### src/design/jse_pkg.sv
// Shared types, constants and helpers of the JSON string escaper.
// Used by the front, queue and back modules and by the top level.
package jse_pkg;

  localparam int unsigned FifoDepth  = 2;
  localparam int unsigned FifoPtrW   = $clog2(FifoDepth);
  localparam int unsigned FifoCountW = $clog2(FifoDepth + 1);

  localparam logic [7:0] ChQuote     = 8'h22;
  localparam logic [7:0] ChBackslash = 8'h5C;
  localparam logic [7:0] ChNewline   = 8'h0A;
  localparam logic [7:0] ChReturn    = 8'h0D;
  localparam logic [7:0] ChTab       = 8'h09;
  localparam logic [7:0] ChLowerN    = 8'h6E;
  localparam logic [7:0] ChLowerR    = 8'h72;
  localparam logic [7:0] ChLowerT    = 8'h74;
  localparam logic [7:0] ChLowerU    = 8'h75;
  localparam logic [7:0] ChZero      = 8'h30;
  localparam logic [7:0] ChLowerA    = 8'h61;
  localparam logic [7:0] CtrlMax     = 8'h1F;

  // How the content bytes of one entry are escaped.
  typedef enum logic [1:0] {
    EscNone = 2'd0,
    EscPair = 2'd1,
    EscHex  = 2'd2
  } esc_e;

  // One classified input item, queued between front and back.
  typedef struct packed {
    logic            str_start;
    logic            str_end;
    logic            dangling;
    esc_e            esc;
    logic [7:0]      esc_char;
    logic [2:0]      content_len;
    logic [3:0]      total;
    logic [3:0][7:0] bytes;
  } entry_t;

  function automatic logic [7:0] hex_char(input logic [3:0] nib);
    logic [7:0] r;
    if (nib < 4'd10) begin
      r = ChZero + {4'd0, nib};
    end else begin
      r = ChLowerA + {4'd0, nib} - 8'd10;
    end
    return r;
  endfunction

endpackage

### src/design/jse_if.sv
// Valid/ready channel interfaces of the JSON string escaper.
// No dependencies.
interface jse_in_if;
  logic        valid;
  logic        ready;
  logic [15:0] code_unit;
  logic        unit_present;
  logic        string_start;
  logic        string_end;

  modport source (output valid, code_unit, unit_present, string_start, string_end,
                  input ready);
  modport sink   (input valid, code_unit, unit_present, string_start, string_end,
                  output ready);
endinterface

interface jse_out_if;
  logic       valid;
  logic       ready;
  logic [7:0] out_byte;
  logic       run_last;
  logic       closing_quote;
  logic       dangling_surrogate;

  modport source (output valid, out_byte, run_last, closing_quote, dangling_surrogate,
                  input ready);
  modport sink   (input valid, out_byte, run_last, closing_quote, dangling_surrogate,
                  output ready);
endinterface

### src/design/jse_front.sv
// Front end: accepts code units, converts UTF-16 to UTF-8 or passes bytes, classifies escapes.
// Depends on jse_pkg and jse_in_if.
module jse_front (
  input  logic            clk_i,
  input  logic            rst_ni,
  input  logic            cfg_we_i,
  input  logic            cfg_wdata_i,
  jse_in_if.sink          in_i,
  input  logic            full_i,
  output logic            push_o,
  output jse_pkg::entry_t entry_o
);
  import jse_pkg::*;

  logic        fmt_q;
  logic        held_valid_q, held_valid_d;
  logic [9:0]  held_bits_q, held_bits_d;
  logic [25:0] cp;
  logic [2:0]  nbytes;
  logic [3:0][7:0] bytes;
  logic        dangling;
  esc_e        esc;
  logic [7:0]  esc_char;
  logic [2:0]  clen;
  logic [3:0]  total;
  logic        accept;
  logic [15:0] u;

  assign u      = in_i.code_unit;
  assign accept = in_i.valid && in_i.ready;
  assign in_i.ready = !full_i;

  // Only bits 25:0 of the code point reach the output bytes.
  assign cp = {6'd0, held_bits_q, 10'd0} + ({10'd0, u} - 26'h00DC00) + 26'h010000;

  always_comb begin
    nbytes       = 3'd0;
    bytes        = '0;
    held_valid_d = held_valid_q;
    held_bits_d  = held_bits_q;
    dangling     = 1'b0;
    if (in_i.unit_present) begin
      if (fmt_q) begin
        nbytes   = 3'd1;
        bytes[0] = u[7:0];
      end else if (held_valid_q) begin
        nbytes       = 3'd4;
        bytes[0]     = 8'hF0 | cp[25:18];
        bytes[1]     = 8'h80 | {2'b00, cp[17:12]};
        bytes[2]     = 8'h80 | {2'b00, cp[11:6]};
        bytes[3]     = 8'h80 | {2'b00, cp[5:0]};
        held_valid_d = 1'b0;
        held_bits_d  = '0;
      end else if (u <= 16'h007F) begin
        nbytes   = 3'd1;
        bytes[0] = u[7:0];
      end else if (u <= 16'h07FF) begin
        nbytes   = 3'd2;
        bytes[0] = 8'hC0 | {3'b000, u[10:6]};
        bytes[1] = 8'h80 | {2'b00, u[5:0]};
      end else if (u < 16'hD800 || u > 16'hDBFF) begin
        nbytes   = 3'd3;
        bytes[0] = 8'hE0 | {4'h0, u[15:12]};
        bytes[1] = 8'h80 | {2'b00, u[11:6]};
        bytes[2] = 8'h80 | {2'b00, u[5:0]};
      end else begin
        held_valid_d = 1'b1;
        held_bits_d  = u[9:0];
      end
    end
    // A high half still waiting at the string end is dropped.
    if (in_i.string_end && held_valid_d) begin
      dangling     = 1'b1;
      held_valid_d = 1'b0;
      held_bits_d  = '0;
    end
  end

  // Multi-byte sequences never contain bytes that need escaping.
  always_comb begin
    esc      = EscNone;
    esc_char = '0;
    if (nbytes == 3'd1) begin
      case (bytes[0])
        ChNewline:   begin esc = EscPair; esc_char = ChLowerN;    end
        ChReturn:    begin esc = EscPair; esc_char = ChLowerR;    end
        ChTab:       begin esc = EscPair; esc_char = ChLowerT;    end
        ChBackslash: begin esc = EscPair; esc_char = ChBackslash; end
        ChQuote:     begin esc = EscPair; esc_char = ChQuote;     end
        default: begin
          if (bytes[0] <= CtrlMax) begin
            esc = EscHex;
          end
        end
      endcase
    end
  end

  always_comb begin
    case (esc)
      EscPair: clen = 3'd2;
      EscHex:  clen = 3'd6;
      default: clen = nbytes;
    endcase
  end

  assign total = {3'd0, in_i.string_start} + {1'b0, clen} + {3'd0, in_i.string_end};

  assign push_o = accept && (total != 4'd0);

  always_comb begin
    entry_o.str_start   = in_i.string_start;
    entry_o.str_end     = in_i.string_end;
    entry_o.dangling    = dangling;
    entry_o.esc         = esc;
    entry_o.esc_char    = esc_char;
    entry_o.content_len = clen;
    entry_o.total       = total;
    entry_o.bytes       = bytes;
  end

  always_ff @(posedge clk_i or negedge rst_ni) begin
    if (!rst_ni) begin
      fmt_q        <= 1'b0;
      held_valid_q <= 1'b0;
      held_bits_q  <= '0;
    end else begin
      if (cfg_we_i) begin
        fmt_q <= cfg_wdata_i;
      end
      if (accept) begin
        held_valid_q <= held_valid_d;
        held_bits_q  <= held_bits_d;
      end
    end
  end

endmodule

### src/design/jse_fifo.sv
// Short queue of classified entries between the front and the back end.
// Depends on jse_pkg.
module jse_fifo (
  input  logic            clk_i,
  input  logic            rst_ni,
  input  logic            push_i,
  input  jse_pkg::entry_t entry_i,
  input  logic            pop_i,
  output jse_pkg::entry_t entry_o,
  output logic            empty_o,
  output logic            full_o
);
  import jse_pkg::*;

  entry_t                mem_q [FifoDepth];
  logic [FifoPtrW-1:0]   wr_ptr_q, rd_ptr_q;
  logic [FifoCountW-1:0] count_q;

  function automatic logic [FifoPtrW-1:0] ptr_next(input logic [FifoPtrW-1:0] p);
    logic [FifoPtrW-1:0] r;
    if (p == FifoPtrW'(FifoDepth - 1)) begin
      r = '0;
    end else begin
      r = p + FifoPtrW'(1);
    end
    return r;
  endfunction

  assign empty_o = (count_q == '0);
  assign full_o  = (count_q == FifoCountW'(FifoDepth));
  assign entry_o = mem_q[rd_ptr_q];

  always_ff @(posedge clk_i) begin
    if (push_i) begin
      mem_q[wr_ptr_q] <= entry_i;
    end
  end

  always_ff @(posedge clk_i or negedge rst_ni) begin
    if (!rst_ni) begin
      wr_ptr_q <= '0;
      rd_ptr_q <= '0;
      count_q  <= '0;
    end else begin
      if (push_i) begin
        wr_ptr_q <= ptr_next(wr_ptr_q);
      end
      if (pop_i) begin
        rd_ptr_q <= ptr_next(rd_ptr_q);
      end
      if (push_i && !pop_i) begin
        count_q <= count_q + FifoCountW'(1);
      end else if (pop_i && !push_i) begin
        count_q <= count_q - FifoCountW'(1);
      end
    end
  end

endmodule

### src/design/jse_back.sv
// Back end: expands one queued entry into output bytes, one per cycle while out_o is ready.
// Depends on jse_pkg and jse_out_if.
module jse_back (
  input  logic            clk_i,
  input  logic            rst_ni,
  input  jse_pkg::entry_t entry_i,
  input  logic            empty_i,
  output logic            pop_o,
  jse_out_if.source       out_o
);
  import jse_pkg::*;

  logic [2:0] idx_q;
  logic [2:0] k;
  logic       advance;
  logic       last;
  logic [7:0] byte_d;
  logic       out_valid_q;
  logic [7:0] out_byte_q;
  logic       run_last_q, closing_q, dangling_q;

  assign advance = !empty_i && (!out_valid_q || out_o.ready);
  assign last    = ({1'b0, idx_q} == (entry_i.total - 4'd1));
  assign pop_o   = advance && last;
  assign k       = idx_q - {2'd0, entry_i.str_start};

  always_comb begin
    if (entry_i.str_start && idx_q == 3'd0) begin
      byte_d = ChQuote;
    end else if (k < entry_i.content_len) begin
      case (entry_i.esc)
        EscPair: byte_d = (k == 3'd0) ? ChBackslash : entry_i.esc_char;
        EscHex: begin
          case (k)
            3'd0:    byte_d = ChBackslash;
            3'd1:    byte_d = ChLowerU;
            3'd4:    byte_d = hex_char(entry_i.bytes[0][7:4]);
            3'd5:    byte_d = hex_char(entry_i.bytes[0][3:0]);
            default: byte_d = ChZero;
          endcase
        end
        default: byte_d = entry_i.bytes[k[1:0]];
      endcase
    end else begin
      byte_d = ChQuote;
    end
  end

  always_ff @(posedge clk_i) begin
    if (advance) begin
      out_byte_q <= byte_d;
      run_last_q <= last;
      closing_q  <= last && entry_i.str_end;
      dangling_q <= last && entry_i.str_end && entry_i.dangling;
    end
  end

  always_ff @(posedge clk_i or negedge rst_ni) begin
    if (!rst_ni) begin
      out_valid_q <= 1'b0;
      idx_q       <= '0;
    end else begin
      if (advance) begin
        out_valid_q <= 1'b1;
        idx_q       <= last ? 3'd0 : idx_q + 3'd1;
      end else if (out_o.ready) begin
        out_valid_q <= 1'b0;
      end
    end
  end

  assign out_o.valid              = out_valid_q;
  assign out_o.out_byte           = out_byte_q;
  assign out_o.run_last           = run_last_q;
  assign out_o.closing_quote      = closing_q;
  assign out_o.dangling_surrogate = dangling_q;

endmodule

### src/design/json_string_escaper_utf16.sv
// JSON string escaper, UTF-16 or byte input to quoted, escaped UTF-8 output.
// Input channel in_i carries one code unit with presence, string start and
// string end flags; output channel out_o carries one byte per transaction,
// tagged with the last byte of its item, the closing quote, and a flag on the
// closing quote when a pending high surrogate was dropped.
// cfg_we_i/cfg_wdata_i write the source format: 0 for UTF-16, 1 for bytes.
// An accepted item is classified in the same cycle and, if it yields any
// byte, queued in a two-entry queue; its bytes reach out_o through the
// output register. The back end sends one byte per cycle while out_o is
// ready; an item yields 1 to 8 bytes, and one that yields none is not queued.
// Input is accepted every cycle while the queue has room, so items flow back
// to back as long as each yields at most one byte on average and out_o is ready.
// When the receiver stalls, the output register holds its byte, the queue
// fills and in_i.ready drops after at most two more items; only one more when
// the held byte is not the last one of its item, whose entry stays queued.
// Reset clears the queue, the output valid, the held surrogate and selects
// UTF-16 input.
// Depends on jse_pkg, jse_if, jse_front, jse_fifo and jse_back.
module json_string_escaper_utf16 (
  input  logic      clk_i,
  input  logic      rst_ni,
  input  logic      cfg_we_i,
  input  logic      cfg_wdata_i,
  jse_in_if.sink    in_i,
  jse_out_if.source out_o
);
  import jse_pkg::*;

  entry_t push_entry, head_entry;
  logic   push, pop, fifo_empty, fifo_full;

  jse_front u_front (
    .clk_i       (clk_i),
    .rst_ni      (rst_ni),
    .cfg_we_i    (cfg_we_i),
    .cfg_wdata_i (cfg_wdata_i),
    .in_i        (in_i),
    .full_i      (fifo_full),
    .push_o      (push),
    .entry_o     (push_entry)
  );

  jse_fifo u_fifo (
    .clk_i   (clk_i),
    .rst_ni  (rst_ni),
    .push_i  (push),
    .entry_i (push_entry),
    .pop_i   (pop),
    .entry_o (head_entry),
    .empty_o (fifo_empty),
    .full_o  (fifo_full)
  );

  jse_back u_back (
    .clk_i   (clk_i),
    .rst_ni  (rst_ni),
    .entry_i (head_entry),
    .empty_i (fifo_empty),
    .pop_o   (pop),
    .out_o   (out_o)
  );

`ifndef NO_ASSERTIONS
  a_closing_is_last : assert property (@(posedge clk_i) disable iff (!rst_ni)
    (out_o.valid && out_o.closing_quote) |-> out_o.run_last)
    else $error("closing quote not marked as last byte of its item");

  a_dangling_on_close : assert property (@(posedge clk_i) disable iff (!rst_ni)
    (out_o.valid && out_o.dangling_surrogate) |-> out_o.closing_quote)
    else $error("dangling surrogate flag outside a closing quote");

  a_no_pop_when_empty : assert property (@(posedge clk_i) disable iff (!rst_ni)
    pop |-> !fifo_empty)
    else $error("back end popped an empty queue");

  a_no_push_when_full : assert property (@(posedge clk_i) disable iff (!rst_ni)
    push |-> !fifo_full)
    else $error("front end pushed into a full queue");
`endif

endmodule

### src/flat_wrapper.sv
// flat-port wrapper written by rule: the top's interface ports become plain ports
module json_string_escaper_utf16_flat import jse_pkg::*;
  (clk_i, rst_ni, cfg_we_i, cfg_wdata_i, in_i_valid, in_i_code_unit, in_i_unit_present, in_i_string_start, in_i_string_end, in_i_ready, out_o_valid, out_o_out_byte, out_o_run_last, out_o_closing_quote, out_o_dangling_surrogate, out_o_ready);
  jse_in_if in_i_i ();
  jse_out_if out_o_i ();
  input  logic clk_i;
  input  logic rst_ni;
  input  logic cfg_we_i;
  input  logic cfg_wdata_i;
  input wire logic [$bits(in_i_i.valid)-1:0] in_i_valid;
  input wire logic [$bits(in_i_i.code_unit)-1:0] in_i_code_unit;
  input wire logic [$bits(in_i_i.unit_present)-1:0] in_i_unit_present;
  input wire logic [$bits(in_i_i.string_start)-1:0] in_i_string_start;
  input wire logic [$bits(in_i_i.string_end)-1:0] in_i_string_end;
  output wire logic [$bits(in_i_i.ready)-1:0] in_i_ready;
  output wire logic [$bits(out_o_i.valid)-1:0] out_o_valid;
  output wire logic [$bits(out_o_i.out_byte)-1:0] out_o_out_byte;
  output wire logic [$bits(out_o_i.run_last)-1:0] out_o_run_last;
  output wire logic [$bits(out_o_i.closing_quote)-1:0] out_o_closing_quote;
  output wire logic [$bits(out_o_i.dangling_surrogate)-1:0] out_o_dangling_surrogate;
  input wire logic [$bits(out_o_i.ready)-1:0] out_o_ready;
  assign in_i_i.valid = in_i_valid;
  assign in_i_i.code_unit = in_i_code_unit;
  assign in_i_i.unit_present = in_i_unit_present;
  assign in_i_i.string_start = in_i_string_start;
  assign in_i_i.string_end = in_i_string_end;
  assign in_i_ready = in_i_i.ready;
  assign out_o_valid = out_o_i.valid;
  assign out_o_out_byte = out_o_i.out_byte;
  assign out_o_run_last = out_o_i.run_last;
  assign out_o_closing_quote = out_o_i.closing_quote;
  assign out_o_dangling_surrogate = out_o_i.dangling_surrogate;
  assign out_o_i.ready = out_o_ready;
  json_string_escaper_utf16 u_core (.clk_i(clk_i), .rst_ni(rst_ni), .cfg_we_i(cfg_we_i), .cfg_wdata_i(cfg_wdata_i), .in_i(in_i_i), .out_o(out_o_i));
endmodule
### config.mk
export PLATFORM = sky130hd
export DESIGN_NAME = json_string_escaper_utf16_flat
export DESIGN_NICKNAME = d
export VERILOG_FILES = /design/src/design/jse_pkg.sv /design/src/design/jse_if.sv /design/src/design/jse_front.sv /design/src/design/jse_fifo.sv /design/src/design/jse_back.sv /design/src/design/json_string_escaper_utf16.sv /design/src/flat_wrapper.sv
export SDC_FILE = /design/constraint.sdc
export NUM_CORES = 1
export LEC_CHECK = 0
export BUFFER_PORTS_ARGS = -buffer_cell sky130_fd_sc_hd__buf_2
export CAP_MARGIN = 10
export CORE_ASPECT_RATIO = 1.1
export CORE_UTILIZATION = 32
export CTS_BUF_LIST = sky130_fd_sc_hd__clkbuf_4 sky130_fd_sc_hd__clkbuf_8
export DETAILED_ROUTE_END_ITERATION = 7
export PLACE_DENSITY = 0.59
export SLEW_MARGIN = 25
export SYNTH_ARGS = -nofsm -noshare
export SYNTH_HDL_FRONTEND = slang
export SYNTH_HIERARCHICAL = 1
export SYNTH_SLANG_ARGS = --single-unit
### constraint.sdc
create_clock -name clk_i -period 6.7 [get_ports clk_i]
set_input_delay 1.34 -clock clk_i [delete_from_list [all_inputs] [get_ports clk_i]]
set_output_delay 1.34 -clock clk_i [all_outputs]
set_load 0.02 [all_outputs]
# After elaboration in Yosys (flattened, before gate mapping)
# Memory sizes are Yosys's and may differ from the RTL's.
# Cells that the tools add are included.
[classes]
n_addsub = 18
order_cmp = 9
eq_ne = 19
mux = 53
bitwise_logic = 1
reduce_logical = 27
[ops]
columns = ["operator", "n"]
rows = [
  ["two-way mux 24 bit", 3],
  ["two-way mux 10 bit", 7],
  ["two-way mux 8 bit", 8],
  ["one-hot mux 7 bit (5 select lines)", 1],
  ["two-way mux 16 bit", 2],
  ["two-way mux 32 bit", 1],
  ["one-hot mux 8 bit (4 select lines)", 1],
  ["== test 8 x 4 -> 1 bit (second input constant)", 3],
  ["adder 21 x 17 -> 22 bit", 1],
  ["adder 22 x 18 -> 22 bit (second input constant)", 1],
  ["subtractor 16 x 16 -> 17 bit (second input constant)", 1],
  ["adder 7 x 4 -> 8 bit (first input constant)", 2],
  ["binary-select mux 8 bit (select 2 bit)", 1],
  ["> comparator 16 bit (second input constant)", 1],
  ["less-or-equal comparator 16 x 11 -> 1 bit (second input constant)", 1],
  ["less-or-equal comparator 16 x 7 -> 1 bit (second input constant)", 1],
  ["< comparator 16 bit (second input constant)", 1],
  ["two-way mux 2 bit", 8],
  ["one-hot mux 8 bit (2 select lines)", 1],
  ["subtractor 8 x 4 -> 8 bit (second input constant)", 2],
  ["adder 6 x 4 -> 7 bit (first input constant)", 2],
  ["two-way mux 1 bit", 14],
  ["two-way mux 3 bit", 4],
  ["logical AND 1 bit", 10],
  ["other kinds (33)", 50],
]
[totals]
register_bits = 31
ram_bits = 102
in_bits = 25
elab_cells = 140
memories = 1
[mem_list]
columns = ["memory", "depth", "width", "read_ports", "rd_ports_with_merged_regs", "write_ports", "line", "rtl"]
rows = [
  ["u_core.u_fifo.mem_q", 2, 51, 1, 0, 1, "jse_fifo.sv:15", "entry_t mem_q [FifoDepth];"],
]

# Depth between registers and ports, before layout
# Gate-level depths: netlist of run 1.
[logic_depth]
word_depth = 22
ltp_mapped = 26

# By module
# The synthesis of run 1 kept the hierarchy.
[modules_own_cells]
columns = ["module", "n_inst", "cells_per_inst", "area_per_inst_um2", "seq_area_each_um2"]
rows = [
  ["jse_fifo", 1, 178, 4190.3, 3223.1],
  ["jse_front", 1, 289, 2239.6, 300.3],
  ["jse_back", 1, 145, 1411.4, 430.4],
]

# Worst setup path after synthesis of run 1
# Ideal clock, no wire load.
[synth_path]
path_kind = "input -> register"
startpoint = "input port in_i_code_unit[13]"
endpoint = "memory u_core/u_fifo/mem_q[0][0] (netlist name) (enable)"
setup_ns = 0.468
t_arrival_ns = 8.402
setup_slack_ns = -2.170
cell_stages = 21
path_buffers = 1
cell_sequence = "clkbuf_1 > a21oi_1 > nor2_1 > inv_1 > ha_1 > ha_1 > or3_1 > o311ai_0 > mux2i_1 > a2111oi_2 > inv_1 > nor4_1 > a211oi_1 > ha_1 > nand3_1 > fa_1 > inv_1 > ha_1 > xnor2_1 > o41a_1 > nor2b_1"
[synth_lines]
columns = ["item", "line", "rtl"]
rows = [
  ["start: declaration", "flat_wrapper.sv:11", "input wire logic [$bits(in_i_i.code_unit)-1:0] in_i_code_unit;"],
  ["end: declaration", "jse_fifo.sv:15", ""],
]

==> impl_metrics.json, run 1 <==
{
  "skew_ns": 0.0169,
  "syn_area_um2": 7840,
  "gp_congestion": 0.868,
  "period_minus_slack_ns": 6.28,
  "fin_nets": 744,
  "required_ns": 7.06,
  "crit_path_start_kind": "input pin",
  "postCtsHoldBufs": 0,
  "diodes": 0,
  "worst_pin_slew_ns": 0.991,
  "boundaryPins": 38,
  "cts-buffers-inserted": 17,
  "worst-setup-path-type": "in2reg",
  "cp.depth": 23,
  "endpoint_kind": "flip-flop",
  "status": "complete, no violations",
  "ir_worst_vdd_mv": 0.195,
  "synth_edf_count": 115,
  "ant_nets": 0,
  "fin_area_um2": 9150,
  "holdCritPathClass": "reg2reg",
  "area_growth_pct": 16.7,
  "slowest_delay_ns": 0.46,
  "row_count": 59,
  "cp_slowest_cell": "o41a_1",
  "totalPowerFinal_mw": 4.15,
  "drive_gt1_share_pct": 31.4,
  "core_um2": 23800,
  "leakagePower_nw": 3.61,
  "rsz0062_at_grt": "no",
  "arrival_ns": 6.65,
  "power.density_nw_per_um2": 454,
  "cp_cell_sequence": "buf_2 > ha_4 > a21oi_4 > nor2_4 > inv_2 > ha_4 > ha_2 > or3_4 > o311ai_0 > mux2i_1 > a2111oi_4 > buf_4 > nor3_4 > buf_4 > a211oi_2 > ha_1 > buf_4 > o21ai_0 > ha_4 > o41a_1 > ha_1 > nor2_1 > xor2_1",
  "seq_area_frac_synth_pct": 50.4,
  "r2r-start": "u_core/u_front/held_bits_q[1]$_DFFE_PN0P_",
  "synth_top_area_share_pct": 44.0,
  "grt_first_pass_wirelength_um": 28000,
  "yosys.area.top_type": "edfxtp_1",
  "avgRoutedWirePerCell_um": 17.6,
  "cts_resized": 0,
  "holdPathEnd": "u_core/u_fifo/count_q[1]$_DFFE_PN0P_",
  "async_flop_share_pct": 14.8,
  "placed_area_um2": 8710,
  "fmax_ghz": 0.159,
  "r2r_slack_ns": 1.44,
  "cts.clk_slew.worst_paths_ns": 0.08,
  "die_w_um": 151,
  "fin_crit_sh_pct": 93.8,
  "setup_viol_count_final": 0,
  "yosysWarnings": 6,
  "seq_area_um2": 3960,
  "cts_tree": "yes",
  "synth-seq-cells": 135,
  "ys_types": 75,
  "dieArea_um2": 25100,
  "drt_first_pass_iters": 7,
  "clockBufferDepth": 2,
  "cap_violations": 0,
  "die-height_um": 166,
  "regToRegEndpoint": "u_core/u_fifo/count_q[1]$_DFFE_PN0P_",
  "cts_root_buf": "clkbuf_8",
  "cp_max_fo": 6,
  "post_cts_buffers": 0,
  "ys.flop_type": "edfxtp_1",
  "fin_worst_hold_slack_ns": 0.515,
  "worst_slew_margin_rel_pct": 33.9,
  "via_per_inst": 5.12,
  "port_buffers": 37,
  "drc": 0,
  "drt_iter0_drc": 374,
  "r2r_cells": 21,
  "drv_slew": 0,
  "grt_pass1_vias": 5100,
  "fillers": 2264,
  "start_util_pct": 32.9,
  "synthCells": 612,
  "clock_sinks": 135,
  "clkLatencyLatePin_ns": 0.44,
  "multiInputGateArea_um2": 3710,
  "cp.buffers_inverters": 5,
  "antenna_found_initial": 0,
  "hold_viol": 0,
  "min_from": "u_core/u_fifo/count_q[1]$_DFFE_PN0P_",
  "critical-path-top-delay-family": "compound AO/OA/AOI/OAI gates",
  "htree_levels": 4,
  "avgSynthCellArea_um2": 12.8,
  "grt_max_degree": 53,
  "synth_area_leaders": "edfxtp_1 (44%), mux2_4 (9.4%), dfrtp_1 (6.4%), ha_1 (6.1%), inv_1 (2.3%)",
  "tns_ns": 0,
  "grt_usage_pct": 14.8,
  "gr-total-overflow": 0,
  "drt-total-wl_um": 17600,
  "vias": 5108,
  "whs_path_depth": 1,
  "hpwlAfterDp_um": 13100
}
[cell families (layout without fill, tap and decap cells)]
logic type	count (synthesis)	count (layout)	share of synthesized area, %
other	1	5	0.0478
AO/OA/AOI/OAI	130	130	11.7
buffers and inverters	77	153	5.46
XOR/XNOR	26	26	3.00
AND/OR/NAND/NOR	136	136	9.75
flip-flops	135	135	50.4
multiplexers	67	67	13.0
adder cells (fa/ha/maj)	40	40	6.57
[final cells by class]
cell class                      count  share of cell area [%]
Sequential cell                   135                    43.2
Clock buffer                       20                    2.80
Timing Repair Buffer               72                    5.30
Inverter                           49                    2.06
Clock inverter                     12                    1.90
Multi-Input combinational cell    404                    40.5
Tap cell                          305                    4.17
[registers in the layout, indices dropped and copies added, names as in the netlist]
| name | count |
|---|---|
| u_core/u_fifo/count_q | 2 |
| u_core/u_fifo/wr_ptr_q | 1 |
| u_core/u_front/fmt_q | 1 |
| u_core/u_back/out_o.valid | 1 |
| u_core/u_back/out_o.run_last | 1 |
| u_core/u_back/out_o.dangling_surrogate | 1 |
| u_core/u_back/out_o.out_byte | 8 |
| u_core/u_back/idx_q | 3 |
| u_core/u_back/out_o.closing_quote | 1 |
| u_core/u_front/held_valid_q | 1 |
| u_core/u_fifo/rd_ptr_q | 1 |
| u_core/u_fifo/mem_q | 104 |
| u_core/u_front/held_bits_q | 10 |
[metal layers]
layer	share of wire (%)	global-route usage (%)	vias up	wire, um
li1	-	-	2445	-
met1	46	19.3	2499	8030
met2	48	24.1	136	8470
met3	4.2	3.05	28	738
met4	1.9	5.35	0	325
met5	0	0	-	0
[cells in the mapped netlist, types with 12 or more instances]
cell,count
a21oi_1,20
a31oi_1,12
nand2_1,39
inv_1,48
o21ai_0,25
ha_1,38
nor2_1,24
dfrtp_1,20
mux2_4,49
a22o_1,14
xnor2_1,15
edfxtp_1,115
[power breakdown]
| group | internal, mW | total [mW] | switching [mW] |
|---|---|---|---|
| clock | 0.418 | 0.738 | 0.320 |
| combinational | 0.941 | 2.08 | 1.14 |
| sequential | 1.23 | 1.33 | 0.103 |
[worst register-to-register path: stages (launching register included)]
cell and delay [ns]:
dfrtp_1 0.40, ha_1 0.29, ha_2 0.18, inv_2 0.04, fa_2 0.36, nand2b_4 0.16
a21oi_4 0.18, o31ai_4 0.07, xor2_1 0.19, a211o_1 0.31, or4_4 0.55, a21boi_4 0.19
a211oi_2 0.08, ha_1 0.32, nand3_2 0.12, fa_2 0.38, inv_2 0.08, ha_4 0.20
o41a_1 0.46, ha_1 0.35, nor2_1 0.14, xor2_1 0.15
[worst max path at each step]
| stage | start | end | slack, ns |
|---|---|---|---|
| 5_1_grt | in_i_code_unit[11] | u_core/u_fifo/count_q[1]$_DFFE_PN0P_ | 0.20 |
| 3_3_place_gp | in_i_code_unit[11] | u_core/u_fifo/count_q[1]$_DFFE_PN0P_ | 0.09 |
| 2_1_floorplan | in_i_code_unit[12] | u_core/u_fifo/mem_q[0][0]$_DFFE_PP_ | 0.0002 |
| 6_report | in_i_code_unit[11] | u_core/u_fifo/count_q[1]$_DFFE_PN0P_ | 0.42 |
| 3_5_place_dp | in_i_code_unit[11] | u_core/u_fifo/count_q[1]$_DFFE_PN0P_ | 0.02 |
| 4_1_cts | in_i_code_unit[11] | u_core/u_fifo/count_q[1]$_DFFE_PN0P_ | 0.48 |
[through the flow]
stage          utilization (%)  std cells  setup WS, ns
2_1_floorplan                -        616      0.000217
4_1_cts                   38.3        996         0.478
3_5_place_dp              36.5        964        0.0224
5_1_grt                   38.4        997         0.197
3_3_place_gp              36.5        964        0.0885
6_report                  38.4        997         0.417
[cell usage in the layout, fill, tap and decap left out, drive strengths merged, types with 4 or more instances in the layout]
master / netlist / final
bufinv: 0 / 4
a221oi: 4 / 4
o22ai: 4 / 4
o21ai: 26 / 26
buf: 22 / 71
edfxtp: 115 / 115
and2: 5 / 5
a211o: 4 / 4
nand2: 39 / 39
o31ai: 7 / 7
a211oi: 8 / 8
and3: 10 / 10
mux4: 8 / 8
nor2: 25 / 25
inv: 49 / 51
nor4: 4 / 4
nor3: 8 / 8
a22o: 15 / 15
ha: 38 / 38
xor2: 10 / 10
xnor2: 16 / 16
a31oi: 12 / 12
dfrtp: 20 / 20
nor2b: 9 / 9
a21oi: 21 / 21
nand2b: 4 / 4
nand3: 10 / 10
mux2i: 6 / 6
clkbuf: 6 / 21
conb: 1 / 5
mux2: 53 / 53
(Power assumes the default switching activity.)
==> run 2: changes to the inputs <==
--- a/config.mk
+++ b/config.mk
@@ -9,8 +9,8 @@
 export CAP_MARGIN = 10
 export CORE_ASPECT_RATIO = 1.1
-export CORE_UTILIZATION = 32
+export CORE_UTILIZATION = 50
 export CTS_BUF_LIST = sky130_fd_sc_hd__clkbuf_4 sky130_fd_sc_hd__clkbuf_8
 export DETAILED_ROUTE_END_ITERATION = 7
-export PLACE_DENSITY = 0.59
+export PLACE_DENSITY = 0.8
 export SLEW_MARGIN = 25
 export SYNTH_ARGS = -nofsm -noshare
==> constraint.sdc (replaced) <==
create_clock -name clk_i -period 6.7 [get_ports clk_i]
set_input_delay 1.34 -clock clk_i [delete_from_list [all_inputs] [get_ports clk_i]]
set_output_delay 1.34 -clock clk_i [all_outputs]
set_load 0.01 [all_outputs]
==> run 2 against run 1 <==
  * Sequential share of layout area increased by 1.2 points
  * Clock power decreased by 15%
  * Clock-buffer cell count decreased by 2
  * Register-to-register slack got worse by 0.22 ns
  * Clock skew decreased by 0.0074 ns
  * Power decreased by 4.0%
  * Wire length decreased by 2.7%
  * Utilization increased by 20 points
  * Largest power group unchanged
  * Die area decreased by 36%
  * Maximum frequency decreased by 0.53%
  * First-iteration DRC count increased by 11%
  * Highest routed layer unchanged
  * Global-route usage increased by 7.7 points
==> impl_metrics.json, run 2 (synthesized netlist as in run 1, its figures left out) <==
{
  "hold_viol": 0,
  "mostFrequentLayoutCells": "edfxtp_1 (115), mux2_4 (49), inv_1 (43)",
  "cts_root_buf": "clkbuf_8",
  "drt_first_pass_iters": 5,
  "cts_resized": 0,
  "diodes": 0,
  "fmax_ghz": 0.158,
  "grt_usage_pct": 22.6,
  "core_um2": 15200,
  "r2r_cells": 18,
  "fillers": 1201,
  "worst-setup-path-type": "in2reg",
  "fin_area_um2": 8890,
  "cts_tree": "yes",
  "tns_ns": 0,
  "power.density_nw_per_um2": 448,
  "period_minus_slack_ns": 6.32,
  "fin_crit_sh_pct": 94.3,
  "row_count": 47,
  "die_w_um": 121,
  "r2r-start": "u_core/u_front/held_valid_q$_DFFE_PN0P_",
  "crit_top_cell": "ha_1",
  "die-height_um": 133,
  "worst_pin_slew_ns": 0.907,
  "drv_slew": 0,
  "cp_slowest_cell": "or4_4",
  "htree_levels": 4,
  "setup_viol_count_final": 0,
  "hpwlAfterDp_um": 12900,
  "avgRoutedWirePerCell_um": 19.4,
  "cp_cell_sequence": "buf_2 > inv_4 > ha_4 > ha_1 > ha_2 > inv_2 > fa_2 > nand2b_4 > a21oi_4 > o31ai_4 > xor2_1 > a211o_1 > or4_4 > a21boi_4 > a211oi_2 > ha_1 > buf_4 > o21ai_0 > ha_4 > xnor2_2 > o41a_1 > ha_1 > nor2_1 > xor2_1",
  "clockBufferDepth": 2,
  "holdCritPathClass": "reg2reg",
  "totalPowerFinal_mw": 3.99,
  "slowest_delay_ns": 0.56,
  "start_util_pct": 51.7,
  "r2r_slack_ns": 1.22,
  "gp_congestion": 0.933,
  "placed_area_um2": 8520,
  "cap_violations": 0,
  "drt-total-wl_um": 17100,
  "grt_first_pass_wirelength_um": 27100,
  "drt_iter0_drc": 415,
  "whs_path_depth": 1,
  "port_buffers": 37,
  "regToRegEndpoint": "u_core/u_fifo/count_q[1]$_DFFE_PN0P_",
  "holdPathEnd": "u_core/u_fifo/count_q[1]$_DFFE_PN0P_",
  "gr-total-overflow": 0,
  "antenna_found_initial": 0,
  "grt_pass1_vias": 5280,
  "leakagePower_nw": 3.53,
  "area_growth_pct": 13.4,
  "cp_max_fo": 5,
  "postCtsHoldBufs": 0,
  "clock_sinks": 135,
  "final_cells": 880,
  "drc": 0,
  "ant_nets": 0,
  "skew_ns": 0.00948,
  "final_common_cell": "edfxtp_1",
  "fin_nets": 736,
  "drive_gt1_share_pct": 30.7,
  "crit_path_start_kind": "input pin",
  "clkLatencyLatePin_ns": 0.45,
  "post_cts_buffers": 0,
  "top_register": "u_core/u_fifo/mem_q",
  "endpoint_kind": "flip-flop",
  "cts-buffers-inserted": 17,
  "min_from": "u_core/u_fifo/count_q[1]$_DFFE_PN0P_",
  "required_ns": 7.07,
  "cp.buffers_inverters": 4,
  "cts.clk_slew.worst_paths_ns": 0.07,
  "rsz0062_at_grt": "no",
  "largest_register_ffs": 104,
  "dpl.cell_count": 847,
  "critical-path-top-delay-family": "adder cells",
  "via_per_inst": 5.97,
  "postLayoutCoreUtil_pct": 58.6,
  "boundaryPins": 38,
  "ir_worst_vdd_mv": 0.180,
  "status": "complete, no violations",
  "worst_slew_margin_rel_pct": 39.5,
  "arrival_ns": 6.69,
  "dieArea_um2": 16200,
  "vias": 5251,
  "grt_max_degree": 38
}
[run 2: cell count changes in the layout (fill, tap and decap cells not counted)]
cell,change
inv_6,+1
clkinv_4,+3
buf_4,-8
nor3_1,-1
dfrtp_2,+1
buf_2,+1
dfrtp_4,-1
clkbuf_4,-3
clkinvlp_4,+1
nor3_2,+1
bufinv_16,-3
[run 2: power breakdown]
group | switching (mW) | leakage (nW) | internal [mW]
combinational | 1.07 | 2.02 | 0.919
clock | 0.327 | 0.177 | 0.298
sequential | 0.152 | 1.33 | 1.22
total | 1.54 | 3.53 | 2.44
[run 2: worst max path at each step]
stage | cells after the start | slack, ns | startpoint | endpoint
global placement | 24 | 0.02 | in_i_code_unit[10] | u_core/u_fifo/count_q[1]$_DFFE_PN0P_
global route | 25 | 0.13 | in_i_code_unit[10] | u_core/u_fifo/count_q[1]$_DFFE_PN0P_
floorplan | 23 | 0.0002 | in_i_code_unit[12] | u_core/u_fifo/mem_q[0][0]$_DFFE_PP_
CTS | 24 | 0.42 | in_i_code_unit[11] | u_core/u_fifo/count_q[1]$_DFFE_PN0P_
detailed placement | 24 | -0.06 | in_i_code_unit[11] | u_core/u_fifo/count_q[1]$_DFFE_PN0P_
finish | 24 | 0.38 | in_i_code_unit[11] | u_core/u_fifo/count_q[1]$_DFFE_PN0P_
[run 2: metrics by stage]
stage / setup slack (ns) / hold slack [ns]
after floorplan: 0.000217 / 0.456
after global placement: 0.0162 / 0.489
after detailed placement: -0.0618 / 0.491
after CTS: 0.417 / 0.502
after global routing: 0.127 / 0.518
final: 0.384 / 0.504
[run 2: final cells by class]
type | instances | area [um^2] | share of cell area (%)
Sequential cell | 135 | 3960 | 44.5
Multi-Input combinational cell | 404 | 3710 | 41.7
Timing Repair Buffer | 64 | 423 | 4.76
Tap cell | 196 | 245 | 2.76
Clock buffer | 18 | 241 | 2.72
Inverter | 49 | 189 | 2.12
Clock inverter | 14 | 126 | 1.42
[run 2: metal layers]
metal  GRT usage, %  vias to the layer above  routed length [um]
met2           38.1                      212                8630
met5              0                        -                   0
met4           12.2                        0                 648
li1               -                     2425                   -
met3           4.71                       46                1010
met1           26.8                     2568                6810
==> run 3: changes to the inputs <==
- PLACE_DENSITY: 0.8 -> 0.75
==> run 3 against run 2 <==
  * Power up 3.0%
  * Via count up 0.59%
  * Clock power grew 14%
  * Clock skew is 0.0071 ns higher
  * Critical endpoint is now u_core/u_fifo/mem_q[0][35]$_DFFE_PP_
  * Sequential power decreased by 4%
  * Final area grew 2.0%
  * Final cell count increased by 2.0%
  * Sequential share of layout area down 0.88 points
  * Register-to-register slack got worse by 0.10 ns
  * First-iteration DRC count grew 22%
  * Maximum frequency shrank 0.74%
==> impl_metrics.json, run 3 (synthesized netlist as in run 1, its figures left out) <==
{
  "post_cts_buffers": 0,
  "dpl.cell_count": 866,
  "drt-total-wl_um": 17600,
  "crit_path_start_kind": "input pin",
  "pre_cts_ws_ns": -0.0827,
  "fin_crit_sh_pct": 95.0,
  "period_minus_slack_ns": 6.36,
  "port_buffers": 37,
  "drc": 0,
  "r2r_cells": 18,
  "min_from": "u_core/u_fifo/count_q[1]$_DFFE_PN0P_",
  "cts_resized": 0,
  "rsz0062_at_grt": "no",
  "cts_root_buf": "clkbuf_8",
  "boundaryPins": 38,
  "htree_levels": 4,
  "hold_viol": 0,
  "final_cells": 898,
  "area_growth_pct": 15.7,
  "ant_nets": 0,
  "tns_ns": 0,
  "grt_max_degree": 54,
  "clkLatencyLatePin_ns": 0.44,
  "antenna_found_initial": 0,
  "regToRegEndpoint": "u_core/u_fifo/mem_q[0][35]$_DFFE_PP_",
  "start_util_pct": 51.7,
  "totalPowerFinal_mw": 4.10,
  "largest_register_ffs": 104,
  "fmax_ghz": 0.157,
  "holdPathEnd": "u_core/u_fifo/count_q[1]$_DFFE_PN0P_",
  "drv_slew": 0,
  "status": "complete, no violations",
  "top_register": "u_core/u_fifo/mem_q",
  "worst-setup-path-type": "in2reg",
  "vias": 5282,
  "worst_slew_margin_rel_pct": 33.5,
  "cp_slowest_cell": "or4_4",
  "cts_tree": "yes",
  "die-height_um": 133,
  "core_um2": 15200,
  "clockBufferDepth": 2,
  "dieArea_um2": 16200,
  "cp_max_fo": 14,
  "leakagePower_nw": 3.66,
  "postCtsHoldBufs": 0,
  "fin_worst_hold_slack_ns": 0.505,
  "power.density_nw_per_um2": 452,
  "required_ns": 6.83,
  "diodes": 0,
  "startpoint": "in_i_code_unit[11]",
  "via_per_inst": 5.88,
  "grt_first_pass_wirelength_um": 28300,
  "mostFrequentLayoutCells": "edfxtp_1 (115), mux2_4 (49), buf_4 (43), inv_1 (43), nand2_1 (38)",
  "slowest_delay_ns": 0.54,
  "endpoint_kind": "flip-flop",
  "fillers": 1173,
  "worst_pin_slew_ns": 0.993,
  "arrival_ns": 6.50,
  "setup_viol_count_final": 0,
  "critical-path-top-delay-family": "adder cells",
  "clock_sinks": 135,
  "whs_path_depth": 1,
  "cp_cell_sequence": "buf_2 > inv_4 > ha_4 > ha_1 > ha_2 > inv_2 > fa_2 > nand2b_4 > a21oi_4 > o31ai_4 > xor2_1 > a211o_1 > or4_4 > a21boi_4 > a211oi_2 > ha_1 > nand3_2 > fa_2 > inv_2 > ha_4 > xnor2_2 > o41a_1 > nor2b_4 > buf_4",
  "r2r-start": "u_core/u_front/held_valid_q$_DFFE_PN0P_",
  "r2r_slack_ns": 1.12,
  "die_w_um": 121,
  "cap_violations": 0,
  "avgRoutedWirePerCell_um": 19.6,
  "drive_gt1_share_pct": 32.3,
  "drt_first_pass_iters": 7,
  "row_count": 47,
  "gp_congestion": 0.921,
  "gr-total-overflow": 0,
  "ir_worst_vdd_mv": 0.196,
  "hpwlAfterDp_um": 13100,
  "cp.buffers_inverters": 5,
  "skew_ns": 0.0165,
  "final_common_cell": "edfxtp_1",
  "cts.clk_slew.worst_paths_ns": 0.07,
  "drt_iter0_drc": 506,
  "setup_ws_ns": 0.337,
  "fin_nets": 754,
  "grt_pass1_vias": 5461,
  "cts-buffers-inserted": 17,
  "grt_usage_pct": 23.4,
  "holdCritPathClass": "reg2reg"
}
==> run 3: cell count changes in the layout (fill, tap and decap cells not counted), sizes merged <==
cell | before | now
buf | 64 | 82
bufinv | 1 | 4
clkinvlp | 4 | 1
clkinv | 6 | 8
inv | 52 | 50
==> run 3: metrics by stage <==
step / instance area, um^2 / util [%]
finish: 9070 / 59.8
global route: 9070 / 59.8
CTS: 9070 / 59.8
detailed placement: 8650 / 57.0
global placement: 8640 / 57.0
floorplan: 8120 / -
==> run 3: layout make-up <==
cell class | instances | area (um^2) | area share [%]
multi-input cells | 404 | 3710 | 40.9
repair buffers | 82 | 548 | 6.04
well taps | 196 | 245 | 2.70
inverters | 49 | 189 | 2.08
clock buffers | 18 | 241 | 2.66
clock inverters | 14 | 181 | 2.00
flip-flops and latches | 135 | 3960 | 43.6
==> run 3: per-layer routing <==
| layer | track usage [%] | part of all wire (%) | vias to the layer above |
|---|---|---|---|
| li1 | - | - | 2463 |
| met1 | 27.0 | 40 | 2564 |
| met2 | 41.1 | 52 | 201 |
| met3 | 4.67 | 4.7 | 54 |
| met4 | 11.4 | 3.6 | 0 |
| met5 | 0 | 0 | - |
==> run 3: how the worst max path moves through the flow <==
stage	to	slack, ns	cells past startpoint
floorplan	u_core/u_fifo/mem_q[0][0]$_DFFE_PP_	0.0002	23
global placement	u_core/u_fifo/mem_q[0][26]$_DFFE_PP_	0.05	24
detailed placement	u_core/u_fifo/mem_q[0][35]$_DFFE_PP_	-0.08	24
CTS	u_core/u_fifo/mem_q[0][35]$_DFFE_PP_	0.38	24
global route	u_core/u_fifo/mem_q[0][45]$_DFFE_PP_	0.03	23
finish	u_core/u_fifo/mem_q[0][35]$_DFFE_PP_	0.34	24
==> run 3: worst register-to-register path: stages (launching register included) <==
cell and delay [ns]:
dfrtp_1 0.77, nor2b_1 0.56, nand2_1 0.28, inv_1 0.42, nand3b_1 0.14, mux2_2 0.28
nand3_1 0.14, nand4b_1 0.21, a21boi_4 0.24, a211oi_2 0.07, ha_1 0.34, nand3_2 0.13
fa_2 0.39, inv_2 0.08, ha_4 0.13, xnor2_2 0.11, o41a_1 0.22, nor2b_4 0.46
buf_4 0.30
==> run 3: report_power, final <==
part           internal (mW)  switching, mW
combinational          0.940           1.12
sequential              1.23          0.107
clock                  0.406          0.309
total                   2.57           1.53
